===== config.mk =====
export PLATFORM = sky130hd
export DESIGN_NAME = led_dimmer_ramp_and_breathe_flat
export DESIGN_NICKNAME = d
export VERILOG_FILES = /design/src/sv/ldrb_pkg.sv /design/src/sv/ldrb_ifs.sv /design/src/sv/led_dimmer_ramp_and_breathe.sv /design/src/sv/ldrb_map.sv /design/src/sv/ldrb_step.sv /design/src/sv/ldrb_csr.sv /design/src/flat_wrapper.sv
export SDC_FILE = /design/constraint.sdc
export NUM_CORES = 1
export LEC_CHECK = 0
export ABC_CLOCK_PERIOD_IN_PS = 13400
export BUFFER_PORTS_ARGS = -buffer_cell sky130_fd_sc_hd__buf_2
export CORE_ASPECT_RATIO = 1.75
export CORE_UTILIZATION = 50
export DETAILED_ROUTE_END_ITERATION = 6
export MAX_ROUTING_LAYER = met4
export PLACE_DENSITY = 0.74
export SLEW_MARGIN = 5
export SYNTH_ARGS = -nofsm -noshare
export SYNTH_HDL_FRONTEND = slang
export SYNTH_HIERARCHICAL = 1
export SYNTH_SLANG_ARGS = --single-unit

===== constraint.sdc =====
create_clock -name clock -period 13.4 [get_ports clock]
set_clock_uncertainty 0.15 [all_clocks]
set_input_delay 1.34 -clock clock [delete_from_list [all_inputs] [get_ports clock]]
set_output_delay 1.34 -clock clock [all_outputs]
set_load 0.1 [all_outputs]

===== src/sv/ldrb_pkg.sv =====
// shared types, codes and constants for the led dimmer ramp and breathe block
package ldrb_pkg;

   // request kinds
   localparam logic FUNC_TICK   = 1'b0;
   localparam logic FUNC_UPDATE = 1'b1;

   // register indexes
   localparam logic [1:0] CSR_DEADBAND    = 2'd0;
   localparam logic [1:0] CSR_FADE_TOP    = 2'd1;
   localparam logic [1:0] CSR_FADE_PERIOD = 2'd2;
   localparam logic [1:0] CSR_RAMP_PERIOD = 2'd3;

   // register reset values
   localparam logic [7:0] DEADBAND_RST    = 8'd5;
   localparam logic [7:0] FADE_TOP_RST    = 8'd150;
   localparam logic [7:0] FADE_PERIOD_RST = 8'd12;
   localparam logic [7:0] RAMP_PERIOD_RST = 8'd1;

   // pulse width mapping: (w - 1075) * 250 / 825 = (w - 1075) * 10 / 33
   localparam logic signed [12:0] PULSE_OFFSET = 13'sd1075;
   localparam logic [3:0]         MAP_NUM      = 4'd10;
   // floor(x / 33) = (x * RECIP_MUL) >> RECIP_SHIFT, exact for x < 2^15
   localparam int                 RECIP_SHIFT  = 21;
   localparam logic [15:0]        RECIP_MUL    = 16'd63551;
   localparam logic signed [10:0] MAP_MAX      = 11'sd250;

   localparam logic [7:0] LEVEL_MAX = 8'hFF;
   localparam logic [7:0] LEVEL_MIN = 8'h00;

   // operating mode
   typedef enum logic [1:0] {
      MODE_STEADY = 2'b01,
      MODE_FADE   = 2'b10
   } mode_type;

   typedef struct packed {
      logic [7:0] deadband;
      logic [7:0] fade_top;
      logic [7:0] fade_period;
      logic [7:0] ramp_period;
   } cfg_type;

   typedef struct packed {
      logic        func;
      logic [31:0] now_ms;
      logic [11:0] channel_us;
   } req_item_type;

   typedef struct packed {
      logic [7:0] duty;
      logic       duty_written;
      logic       fade_mode;
   } rsp_item_type;

   typedef struct packed {
      logic [7:0]  level;
      logic [7:0]  request;
      mode_type    mode;
      logic        rising;
      logic [31:0] last_step_ms;
   } state_type;

endpackage


===== src/sv/ldrb_ifs.sv =====
// request, response and register write channel interfaces
interface ldrb_req_if;
   logic        valid;
   logic        ready;
   logic        func;
   logic [31:0] now_ms;
   logic [11:0] channel_us;

   modport source (output valid, output func, output now_ms, output channel_us, input ready);
   modport sink (input valid, input func, input now_ms, input channel_us, output ready);
endinterface

interface ldrb_rsp_if;
   logic       valid;
   logic       ready;
   logic [7:0] duty;
   logic       duty_written;
   logic       fade_mode;

   modport source (output valid, output duty, output duty_written, output fade_mode,
                   input ready);
   modport sink (input valid, input duty, input duty_written, input fade_mode,
                 output ready);
endinterface

interface ldrb_csr_if;
   logic       valid;
   logic       ready;
   logic [1:0] index;
   logic [7:0] data;

   modport source (output valid, output index, output data, input ready);
   modport sink (input valid, input index, input data, output ready);
endinterface


===== src/sv/led_dimmer_ramp_and_breathe.sv =====
// top level of the led dimmer with ramp toward request and breathing fade
// Takes one request per clock while responses are taken, and returns one
// response per request, in order. A request is captured in an input
// register; once the response register is free or being emptied, the
// single-pass step logic reads the dimmer state, updates it, and loads the
// response register. Throughput is one request per cycle while responses
// are taken; the response register lets a request in while a response waits.
// Register writes are taken at any time and should be made while idle.
module led_dimmer_ramp_and_breathe (
   input  logic      clock,
   input  logic      reset,
   ldrb_req_if.sink  req,
   ldrb_rsp_if.source rsp,
   ldrb_csr_if.sink  csr
);
   import ldrb_pkg::*;

   cfg_type      cfg;
   logic         s1_valid_ff;
   logic         s1_valid_in;
   req_item_type s1_item_ff;
   logic         out_valid_ff;
   logic         out_valid_in;
   rsp_item_type out_res_ff;
   state_type    st_ff;
   state_type    st_next;
   rsp_item_type res;
   logic         advance;
   logic         req_fire;

   ldrb_csr u_csr (
      .clock (clock),
      .reset (reset),
      .csr   (csr),
      .cfg   (cfg)
   );

   ldrb_step u_step (
      .item    (s1_item_ff),
      .st      (st_ff),
      .cfg     (cfg),
      .st_next (st_next),
      .res     (res)
   );

   // handshake
   assign advance      = s1_valid_ff && (!out_valid_ff || rsp.ready);
   assign req.ready    = !s1_valid_ff || advance;
   assign req_fire     = req.valid && req.ready;
   assign s1_valid_in  = req_fire || (s1_valid_ff && !advance);
   assign out_valid_in = advance || (out_valid_ff && !rsp.ready);

   // control and dimmer state
   always_ff @(posedge clock) begin
      if (reset) begin
         s1_valid_ff        <= 1'b0;
         out_valid_ff       <= 1'b0;
         st_ff.level        <= 8'd0;
         st_ff.request      <= 8'd0;
         st_ff.mode         <= MODE_STEADY;
         st_ff.rising       <= 1'b0;
         st_ff.last_step_ms <= 32'd0;
      end else begin
         s1_valid_ff  <= s1_valid_in;
         out_valid_ff <= out_valid_in;
         if (advance) st_ff <= st_next;
      end
   end

   // payload registers
   always_ff @(posedge clock) begin
      if (req_fire) begin
         s1_item_ff.func       <= req.func;
         s1_item_ff.now_ms     <= req.now_ms;
         s1_item_ff.channel_us <= req.channel_us;
      end
      if (advance) out_res_ff <= res;
   end

   assign rsp.valid        = out_valid_ff;
   assign rsp.duty         = out_res_ff.duty;
   assign rsp.duty_written = out_res_ff.duty_written;
   assign rsp.fade_mode    = out_res_ff.fade_mode;

`ifndef SYNTHESIS
   // input stalls only when both stages hold an unaccepted request
   a_stall_cause: assert property (@(posedge clock) disable iff (reset)
      !req.ready |-> (s1_valid_ff && out_valid_ff && !rsp.ready))
      else $error("input stalled with a free stage");

   // a response that reports no write leaves the level where it was
   a_no_write_hold: assert property (@(posedge clock) disable iff (reset)
      (advance && !res.duty_written) |=> (st_ff.level == $past(st_ff.level)))
      else $error("level changed without a write");

   // a steady-mode write moves the level one step
   a_steady_step: assert property (@(posedge clock) disable iff (reset)
      (advance && res.duty_written && st_ff.mode == MODE_STEADY) |=>
      (st_ff.level == $past(st_ff.level) + 8'd1 || st_ff.level == $past(st_ff.level) - 8'd1))
      else $error("steady ramp step not one level");

   // a response is loaded only when the input stage held a request
   a_rsp_source: assert property (@(posedge clock) disable iff (reset)
      ($rose(out_valid_ff)) |-> $past(s1_valid_ff))
      else $error("response without request");
`endif
endmodule


===== src/sv/ldrb_map.sv =====
// maps a channel pulse width to a signed request value, truncated toward zero
module ldrb_map (
   input  logic [11:0]        channel_us,
   output logic signed [10:0] mapped
);
   import ldrb_pkg::*;

   logic signed [12:0] offset_val;
   logic               neg;
   logic [11:0]        mag;
   logic [14:0]        scaled;
   logic [30:0]        full;
   logic [9:0]         quot;

   // offset and magnitude
   assign offset_val = $signed({1'b0, channel_us}) - PULSE_OFFSET;
   assign neg        = offset_val[12];
   assign mag        = neg ? 12'(-offset_val) : 12'(offset_val);

   // scale by 10 and divide by 33 through the reciprocal
   assign scaled = 15'(mag) * 15'(MAP_NUM);
   assign full   = 31'(scaled) * 31'(RECIP_MUL);
   assign quot   = full[RECIP_SHIFT +: 10];

   // restore sign
   assign mapped = neg ? -$signed({1'b0, quot}) : $signed({1'b0, quot});
endmodule


===== src/sv/ldrb_step.sv =====
// next state and response for one request, from the current state
module ldrb_step (
   input  ldrb_pkg::req_item_type item,
   input  ldrb_pkg::state_type    st,
   input  ldrb_pkg::cfg_type      cfg,
   output ldrb_pkg::state_type    st_next,
   output ldrb_pkg::rsp_item_type res
);
   import ldrb_pkg::*;

   logic signed [10:0] mapped;
   logic signed [11:0] diff;
   logic [11:0]        diff_mag;
   logic               in_range;
   logic [31:0]        elapsed;
   logic               fade_due;
   logic               ramp_due;
   logic               rise_now;
   logic               written;

   ldrb_map u_map (
      .channel_us (item.channel_us),
      .mapped     (mapped)
   );

   // deadband distance on the unclamped value
   assign diff     = $signed({4'b0000, st.request}) - $signed({mapped[10], mapped});
   assign diff_mag = diff[11] ? 12'(-diff) : 12'(diff);
   assign in_range = mapped <= MAP_MAX;

   // step timing
   assign elapsed  = item.now_ms - st.last_step_ms;
   assign fade_due = elapsed >= {24'd0, cfg.fade_period};
   assign ramp_due = elapsed >= {24'd0, cfg.ramp_period};

   // fade direction, bottom check first and top check wins
   always_comb begin
      rise_now = st.rising;
      if (st.level == LEVEL_MIN) rise_now = 1'b1;
      if (st.level > cfg.fade_top) rise_now = 1'b0;
   end

   always_comb begin
      st_next = st;
      written = 1'b0;
      if (item.func == FUNC_UPDATE) begin
         // channel update
         if (in_range && (st.mode == MODE_FADE || diff_mag > {4'd0, cfg.deadband})) begin
            st_next.mode    = MODE_STEADY;
            st_next.request = mapped[10] ? 8'd0 : mapped[7:0];
         end
         if (!in_range) st_next.mode = MODE_FADE;
      end else begin
         // time tick
         unique case (st.mode)
            MODE_FADE: begin
               st_next.rising = rise_now;
               if (fade_due) begin
                  written              = 1'b1;
                  st_next.last_step_ms = item.now_ms;
                  if (rise_now) begin
                     st_next.level = (st.level == LEVEL_MAX) ? st.level : st.level + 8'd1;
                  end else begin
                     st_next.level = (st.level == LEVEL_MIN) ? st.level : st.level - 8'd1;
                  end
               end
            end
            MODE_STEADY: begin
               if (st.level != st.request && ramp_due) begin
                  written              = 1'b1;
                  st_next.last_step_ms = item.now_ms;
                  st_next.level = (st.level < st.request) ? st.level + 8'd1
                                                          : st.level - 8'd1;
               end
            end
            default: ;
         endcase
      end
   end

   assign res.duty         = st_next.level;
   assign res.duty_written = written;
   assign res.fade_mode    = (st_next.mode == MODE_FADE);
endmodule


===== src/sv/ldrb_csr.sv =====
// configuration registers with their write port
module ldrb_csr (
   input  logic              clock,
   input  logic              reset,
   ldrb_csr_if.sink          csr,
   output ldrb_pkg::cfg_type cfg
);
   import ldrb_pkg::*;

   cfg_type cfg_ff;
   cfg_type cfg_in;

   assign csr.ready = 1'b1;

   // register decode
   always_comb begin
      cfg_in = cfg_ff;
      if (csr.valid) begin
         unique case (csr.index)
            CSR_DEADBAND:    cfg_in.deadband    = csr.data;
            CSR_FADE_TOP:    cfg_in.fade_top    = csr.data;
            CSR_FADE_PERIOD: cfg_in.fade_period = csr.data;
            CSR_RAMP_PERIOD: cfg_in.ramp_period = csr.data;
            default: ;
         endcase
      end
   end

   always_ff @(posedge clock) begin
      if (reset) begin
         cfg_ff.deadband    <= DEADBAND_RST;
         cfg_ff.fade_top    <= FADE_TOP_RST;
         cfg_ff.fade_period <= FADE_PERIOD_RST;
         cfg_ff.ramp_period <= RAMP_PERIOD_RST;
      end else begin
         cfg_ff <= cfg_in;
      end
   end

   assign cfg = cfg_ff;
endmodule


===== src/flat_wrapper.sv =====
// flat-port wrapper written by rule: the top's interface ports become plain ports
module led_dimmer_ramp_and_breathe_flat import ldrb_pkg::*;
  (clock, reset, req_valid, req_func, req_now_ms, req_channel_us, req_ready, rsp_valid, rsp_duty, rsp_duty_written, rsp_fade_mode, rsp_ready, csr_valid, csr_index, csr_data, csr_ready);
  ldrb_req_if req_i ();
  ldrb_rsp_if rsp_i ();
  ldrb_csr_if csr_i ();
  input  logic clock;
  input  logic reset;
  input wire logic [$bits(req_i.valid)-1:0] req_valid;
  input wire logic [$bits(req_i.func)-1:0] req_func;
  input wire logic [$bits(req_i.now_ms)-1:0] req_now_ms;
  input wire logic [$bits(req_i.channel_us)-1:0] req_channel_us;
  output wire logic [$bits(req_i.ready)-1:0] req_ready;
  output wire logic [$bits(rsp_i.valid)-1:0] rsp_valid;
  output wire logic [$bits(rsp_i.duty)-1:0] rsp_duty;
  output wire logic [$bits(rsp_i.duty_written)-1:0] rsp_duty_written;
  output wire logic [$bits(rsp_i.fade_mode)-1:0] rsp_fade_mode;
  input wire logic [$bits(rsp_i.ready)-1:0] rsp_ready;
  input wire logic [$bits(csr_i.valid)-1:0] csr_valid;
  input wire logic [$bits(csr_i.index)-1:0] csr_index;
  input wire logic [$bits(csr_i.data)-1:0] csr_data;
  output wire logic [$bits(csr_i.ready)-1:0] csr_ready;
  assign req_i.valid = req_valid;
  assign req_i.func = req_func;
  assign req_i.now_ms = req_now_ms;
  assign req_i.channel_us = req_channel_us;
  assign req_ready = req_i.ready;
  assign rsp_valid = rsp_i.valid;
  assign rsp_duty = rsp_i.duty;
  assign rsp_duty_written = rsp_i.duty_written;
  assign rsp_fade_mode = rsp_i.fade_mode;
  assign rsp_i.ready = rsp_ready;
  assign csr_i.valid = csr_valid;
  assign csr_i.index = csr_index;
  assign csr_i.data = csr_data;
  assign csr_ready = csr_i.ready;
  led_dimmer_ramp_and_breathe u_core (.clock(clock), .reset(reset), .req(req_i), .rsp(rsp_i), .csr(csr_i));
endmodule

== Word level (Yosys, flattened, before mapping) ==
Cells that the tools add are included.

* Output and inout bits: 13
* Logic and storage cells: 92
* Register bits: 140
* Bits of input ports: 60

* Magnitude comparators: 6
* Reductions and logical operators: 25
* Eq/ne operators: 10
* Muxes and demuxes: 23
* Multipliers: 2
* Add/sub/neg operators: 8
* Bitwise gates (word level): 1

{| class="wikitable"
|+ Operators with widths
! cell !! number
|-
| $ge 32x8->1 || 2
|-
| $mux 32 || 2
|-
| $mux 8 || 8
|-
| $pmux 32 s2 || 1
|-
| $sub 32x32->32 || 1
|-
| $mul 14x16->30 const B || 1
|-
| $mux 12 || 2
|-
| $neg 12->12 || 2
|-
| $pmux 8 s2 || 1
|-
| $mul 12x3->14 const B || 1
|-
| $sub 12x11->13 const B || 1
|-
| $gt 12x8->1 || 1
|-
| $sub 9x11->12 || 1
|-
| $le 11x9->1 const B || 1
|-
| $mux 11 || 1
|-
| $neg 10->11 || 1
|-
| $add 8x1->8 const B || 1
|-
| $eq 2x2->1 const B || 4
|-
| $eq 8x8->1 const B || 1
|-
| $gt 8x8->1 || 1
|-
| $logic_not 8->1 || 1
|-
| $lt 8x8->1 || 1
|-
| $ne 8x8->1 || 1
|-
| $reduce_and 2->1 || 4
|-
| 14 further kinds || 34
|}

== Logic depth before layout (Yosys ltp) ==
* Depth in word-level cells: 17
* Mapped depth: 68
* Mapped depth without buffers: 68

== Hierarchy ==
The synthesis kept the hierarchy.

{| class="wikitable"
|+ By module, submodules not included
! module !! cells each !! instances !! seq. area each (µm²) !! area an instance (µm²)
|-
| ldrb_step || 818 || 1 || 0.0 || 5,519.0
|-
| ldrb_map || 613 || 1 || 0.0 || 5,362.6
|-
| led_dimmer_ramp_and_breathe || 286 || 1 || 2,712.6 || 4,016.4
|-
| ldrb_csr || 126 || 1 || 640.6 || 1,300.0
|}

== Worst setup path before layout ==
OpenSTA, ideal clock, no wires.

* Kind: register to register
* Start: register u_core/s1_item_ff[0] (netlist name)
* End: register u_core/st_ff[35] (netlist name)
* Path buffers: 0
* Slack: -1.027 ns
* Arrival: 14.205 ns
* Period minus slack after synthesis: 14.427 ns
* Cell stages (with the launch flop): 65
* Setup time: 0.072 ns
* Data required time: 13.178 ns
* Path through: edfxtp_1 > ha_1 > o311ai_2 > nand2_1 > a21oi_1 > nor3_1 > a21oi_1 > o22ai_1 > xnor2_1 > ha_1 > ha_1 > a21o_1 > a21oi_1 > o21ai_0 > a21oi_1 > o21bai_1 > a21oi_1 > o21bai_1 > (+29 left out) > o31a_1 > nor2b_1 > nor2_1 > nand2_1 > o21ai_0 > ha_1 > nor2b_1 > o21a_1 > o21ai_0 > nand2b_1 > a21oi_1 > o21ai_0 > a221oi_1 > or4b_2 > o221ai_1 > a22o_1 > nand2b_1 > mux2i_1

* Longest elaborated chain between the ends: 14
* Elaborated cells on any way between the ends: 16
* Those cells by class: add/sub: 5; mul: 2; order compare: 2; mux: 4; reduce/logical: 3

{| class="wikitable"
|+ Ends and longest elaborated chain
! item !! line !! RTL
|-
| $sub 12x11->13 (*) || ldrb_map.sv:16 || <nowiki>assign offset_val = $signed({1'b0, channel_us}) - PULSE_OFFSET;</nowiki>
|-
| $neg 12->12 || ldrb_map.sv:18 || <nowiki>assign mag = neg ? 12'(-offset_val) : 12'(offset_val);</nowiki>
|-
| $mux 12 || ldrb_map.sv:18 ||
|-
| $mul 12x3->14 || ldrb_map.sv:21 || <nowiki>assign scaled = 15'(mag) * 15'(MAP_NUM);</nowiki>
|-
| $mul 14x16->30 || ldrb_map.sv:22 || <nowiki>assign full = 31'(scaled) * 31'(RECIP_MUL);</nowiki>
|-
| $neg 10->11 || ldrb_map.sv:26 || <nowiki>assign mapped = neg ? -$signed({1'b0, quot}) : $signed({1'b0, quot});</nowiki>
|-
| $mux 11 (*) || ldrb_map.sv:26 ||
|-
| via u_core.u_step.mapped[6] || ldrb_step.sv:11 || <nowiki>logic signed [10:0] mapped;</nowiki>
|-
| $sub 9x11->12 || ldrb_step.sv:27 || <nowiki>assign diff = $signed({4'b0000, st.request}) - $signed({mapped[10], mapped});</nowiki>
|-
| $neg 12->12 || ldrb_step.sv:28 || <nowiki>assign diff_mag = diff[11] ? 12'(-diff) : 12'(diff);</nowiki>
|-
| $mux 12 || ldrb_step.sv:28 ||
|-
| $gt 12x8->1 || ldrb_step.sv:48 || <nowiki>if (in_range && (st.mode == MODE_FADE || diff_mag > {4'd0, cfg.deadband})) begin</nowiki>
|-
| $logic_or 1x1->1 || ldrb_step.sv:48 ||
|-
| $logic_and 1x1->1 (*) || ldrb_step.sv:48 ||
|-
| $reduce_and 3->1 (no source line) (*) || -- ||
|-
| end signal: assignment || led_dimmer_ramp_and_breathe.sv:66 || <nowiki>if (advance) st_ff <= st_next;</nowiki>
|-
| end: declaration || led_dimmer_ramp_and_breathe.sv:25 || <nowiki>state_type st_ff;</nowiki>
|}

The timed path passes the listed nets; every way through them passes the cells marked *.
A chain may end at the register's enable or synchronous reset.

== Worst setup path in the final report ==
* Start: register u_core/s1_item_ff[0] (netlist name)
* End: register u_core/st_ff[36] (netlist name)

* Longest elaborated chain between the ends: 14
* Elaborated cells on any way between the ends: 16
* Those cells by class: add/sub: 5; mul: 2; order compare: 2; mux: 4; reduce/logical: 3

{| class="wikitable"
|+ Ends and longest elaborated chain
! item !! line
|-
| $sub 12x11->13 (*) || ldrb_map.sv:16
|-
| $neg 12->12 || ldrb_map.sv:18
|-
| $mux 12 || ldrb_map.sv:18
|-
| $mul 12x3->14 || ldrb_map.sv:21
|-
| $mul 14x16->30 || ldrb_map.sv:22
|-
| $neg 10->11 || ldrb_map.sv:26
|-
| $mux 11 (*) || ldrb_map.sv:26
|-
| via u_core.u_step.mapped[2] || ldrb_step.sv:11
|-
| $sub 9x11->12 || ldrb_step.sv:27
|-
| $neg 12->12 || ldrb_step.sv:28
|-
| $mux 12 || ldrb_step.sv:28
|-
| $gt 12x8->1 || ldrb_step.sv:48
|-
| $logic_or 1x1->1 || ldrb_step.sv:48
|-
| $logic_and 1x1->1 (*) || ldrb_step.sv:48
|-
| $reduce_and 3->1 (no source line) (*) || --
|}

Marked as above.

==> metrics <==
Worst Path Max Fanout 8; initial antenna violation count 0; Design Area, Final 18800 µm²; # clock sinks 140; unrepaired setup endpoints after global routing yes; Pre-antenna DRT Iters 6; CP most frequent cell inv_2; register area share after synthesis 20.7%; vias after detailed routing 13900; multi-input logic area 12000 µm²; top-area cell type share of the netlist area 16.3%; later-pin clock latency in the skew report 0.44 ns; worst reg2reg setup slack -0.44 ns; Die Wd 138 µm; Hold Fails Final Rpt 0; Vias/cell 5.78; Placed Area 17600 µm²; Worst slew margin 22.2%; gr ovfl total 0; CTS max path bufs 2; failing checks setup timing; Post-synth EDFFs 55; data arrival time of the worst path 13.98 ns; area grow syn2layout 16.0%; f_max 72.2 MHz; Final min period 13.84 ns; leading area contributor after synthesis ha_1; first-iteration detailed-routing DRC count 763; die height 240 µm; H-Tree Depth 4; #FFs+latches synth 140; clock slew at reported path FFs 0.07 ns; share of layout cells above drive strength 1 20.0%; Root Driver clkbuf_16; status finished with violations; GP Congestion 0.981; Post-Synthesis Cells 1843; commonest non-fill, non-tap cell in the layout inv_1; Pins Over Slew Limit 0; number of global-route vias before repair 14100; Ant. Diodes 0; most frequent cells in the layout inv_1, ha_1, nand2b_1; synth unique cells 110; reg2reg start u_core/s1_item_ff[0]; maxcap violations 0; DR WL/cell 18.2 µm; Final Setup Violations 11; crit start category register; Yosys Warn Count 6; total CTS buffers 17; Total GRT Usage 26.6%; top cells by area, synth ha_1, dfxtp_1, edfxtp_1; slowest CP cell fa_1; asr flop ratio synth 0%; RR Endpoint u_core/st_ff[36]; Starting Density 51.2%; Critical Path Max Stage Delay 0.59 ns; largest net degree at the start of global routing 151; post-synth net total 2185; PortBufs 71; first-pass GRT wire length 68400 µm; DP HPWL 33500 µm; crit end category register; FILL cells 2731; Slew @ Worst Pin 1.17 ns; # IOs 73; wirelength, routed 43700 µm; critical path type reg -> reg; post-synthesis cell area 16200 µm²; row count 86; average size of a mapped cell 8.79 µm²; CTS tree yes; Final #Nets 2338; # DRC 0; Hold Crit Depth 2; total die area 33100 µm²; worst hold path type reg -> reg; FF+latch area 3350 µm²; Final WS setup -0.441 ns; reg2reg path depth 62; number of buffers inserted by hold repair at cts 0; core area 31600 µm²; Worst EP required 13.54 ns; Synth Flop Type dfxtp_1; fin crit share 103%; antenna viol nets, final 0; Hold Path End u_core/u_csr/cfg[19]; Hold Startpoint u_core/u_csr/cfg[19]
## layer usage
layer | global-route usage, % | vias to the layer above | share of wire, %
li1 | - | 6734 | -
met1 | 25.2 | 6667 | 36
met2 | 51.3 | 370 | 55
met3 | 2.77 | 132 | 3.4
met4 | 16.0 | 0 | 5.3
met5 | - | - | 0
## worst max path at each step
stage	slack, ns	end	start	cells past startpoint
after CTS	-0.02	u_core/st_ff[36]	u_core/s1_item_ff[1]	64
final	-0.44	u_core/st_ff[36]	u_core/s1_item_ff[0]	62
after global routing	-1.08	u_core/st_ff[36]	u_core/s1_item_ff[0]	64
after floorplan	0.009	u_core/st_ff[35]	u_core/s1_item_ff[0]	63
after global placement	-0.11	u_core/st_ff[36]	u_core/s1_item_ff[1]	62
after detailed placement	-0.42	u_core/st_ff[36]	u_core/s1_item_ff[1]	57
## registers in the layout (all words and copies together), names as in the netlist
register and count:
u_core/rsp.duty_written 1, u_core/s1_valid_ff 1, u_core/s1_item_ff 45, u_core/rsp.fade_mode 1, u_core/st_ff 51, u_core/rsp.duty 8, u_core/u_csr/cfg 32, u_core/rsp.valid 1
## what timing repair did
action / in CTS / in global routing
hold endpoints to repair: 0 / 0
gates resized for setup: 38 / 52
buffers inserted: 22 / 17
pin swaps: 39 / 57
gates cloned: 0 / 0
endpoints found under the setup margin: 11 / 11
## logic make-up after synthesis
family | Yosys count | share of synthesized area, %
flip-flops | 140 | 20.7
AO/OA/AOI/OAI | 382 | 16.9
AND/OR/NAND/NOR | 538 | 18.7
buffers and inverters | 331 | 8.71
adder cells (fa/ha/maj) | 282 | 25.1
XOR/XNOR | 76 | 4.16
other | 1 | 0.0232
multiplexers | 93 | 5.79
## stage by stage
step                      setup TNS [ns]  worst slack, ns  hold slack [ns]  instances  util (%)
final                              -4.23           -0.441            0.322       2405      59.4
after global routing              -11.48            -1.08            0.347       2405      59.4
after CTS                        -0.0175          -0.0175            0.329       2389      58.2
after detailed placement           -4.04           -0.422            0.312       2335      55.5
after global placement            -0.880           -0.112            0.310       2335      55.5
after floorplan                        0          0.00902            0.299       1843         -
## worst max-delay path, delay by kind of cell, from the launching register on
kind | cells | cell delay, ns
mux | 1 | 0.07
fa+ha+maj | 13 | 5.23
xor+xnor | 5 | 0.78
compound gates | 22 | 4.04
buf+inv | 9 | 0.65
flops | 1 | 0.43
simple gates | 12 | 2.35
## synthesized netlist by cell type, drive strengths merged, types with 6 or more instances
library cell / instances
and3: 16
o21ai: 79
mux2i: 90
o22ai: 7
nand2b: 145
or3: 7
a221o: 10
nor4: 17
dfxtp: 85
or2: 9
a21oi: 87
nor3: 33
nor3b: 6
nor2b: 21
nand3: 37
inv: 249
a31oi: 14
xnor2: 56
buf: 41
and4: 8
nand2: 84
a21o: 30
nand4: 26
a211oi: 15
clkbuf: 41
o21a: 14
o211ai: 12
a22o: 40
fa: 71
xor2: 20
or4: 9
o21bai: 11
ha: 211
edfxtp: 55
nor2: 96
and2: 9
## area by class of cell
cell class                      instances  area share (%)
Inverter                              249            4.97
Clock inverter                          8           0.286
Sequential cell                       140            17.8
Timing Repair Buffer                  216            7.80
Multi-Input combinational cell       1372            63.7
Clock buffer                           24            2.80
Tap cell                              396            2.64
Power is left out: the tool's default activity adds up to more than one toggle a clock period on the data nets, which glitch-free logic cannot reach.
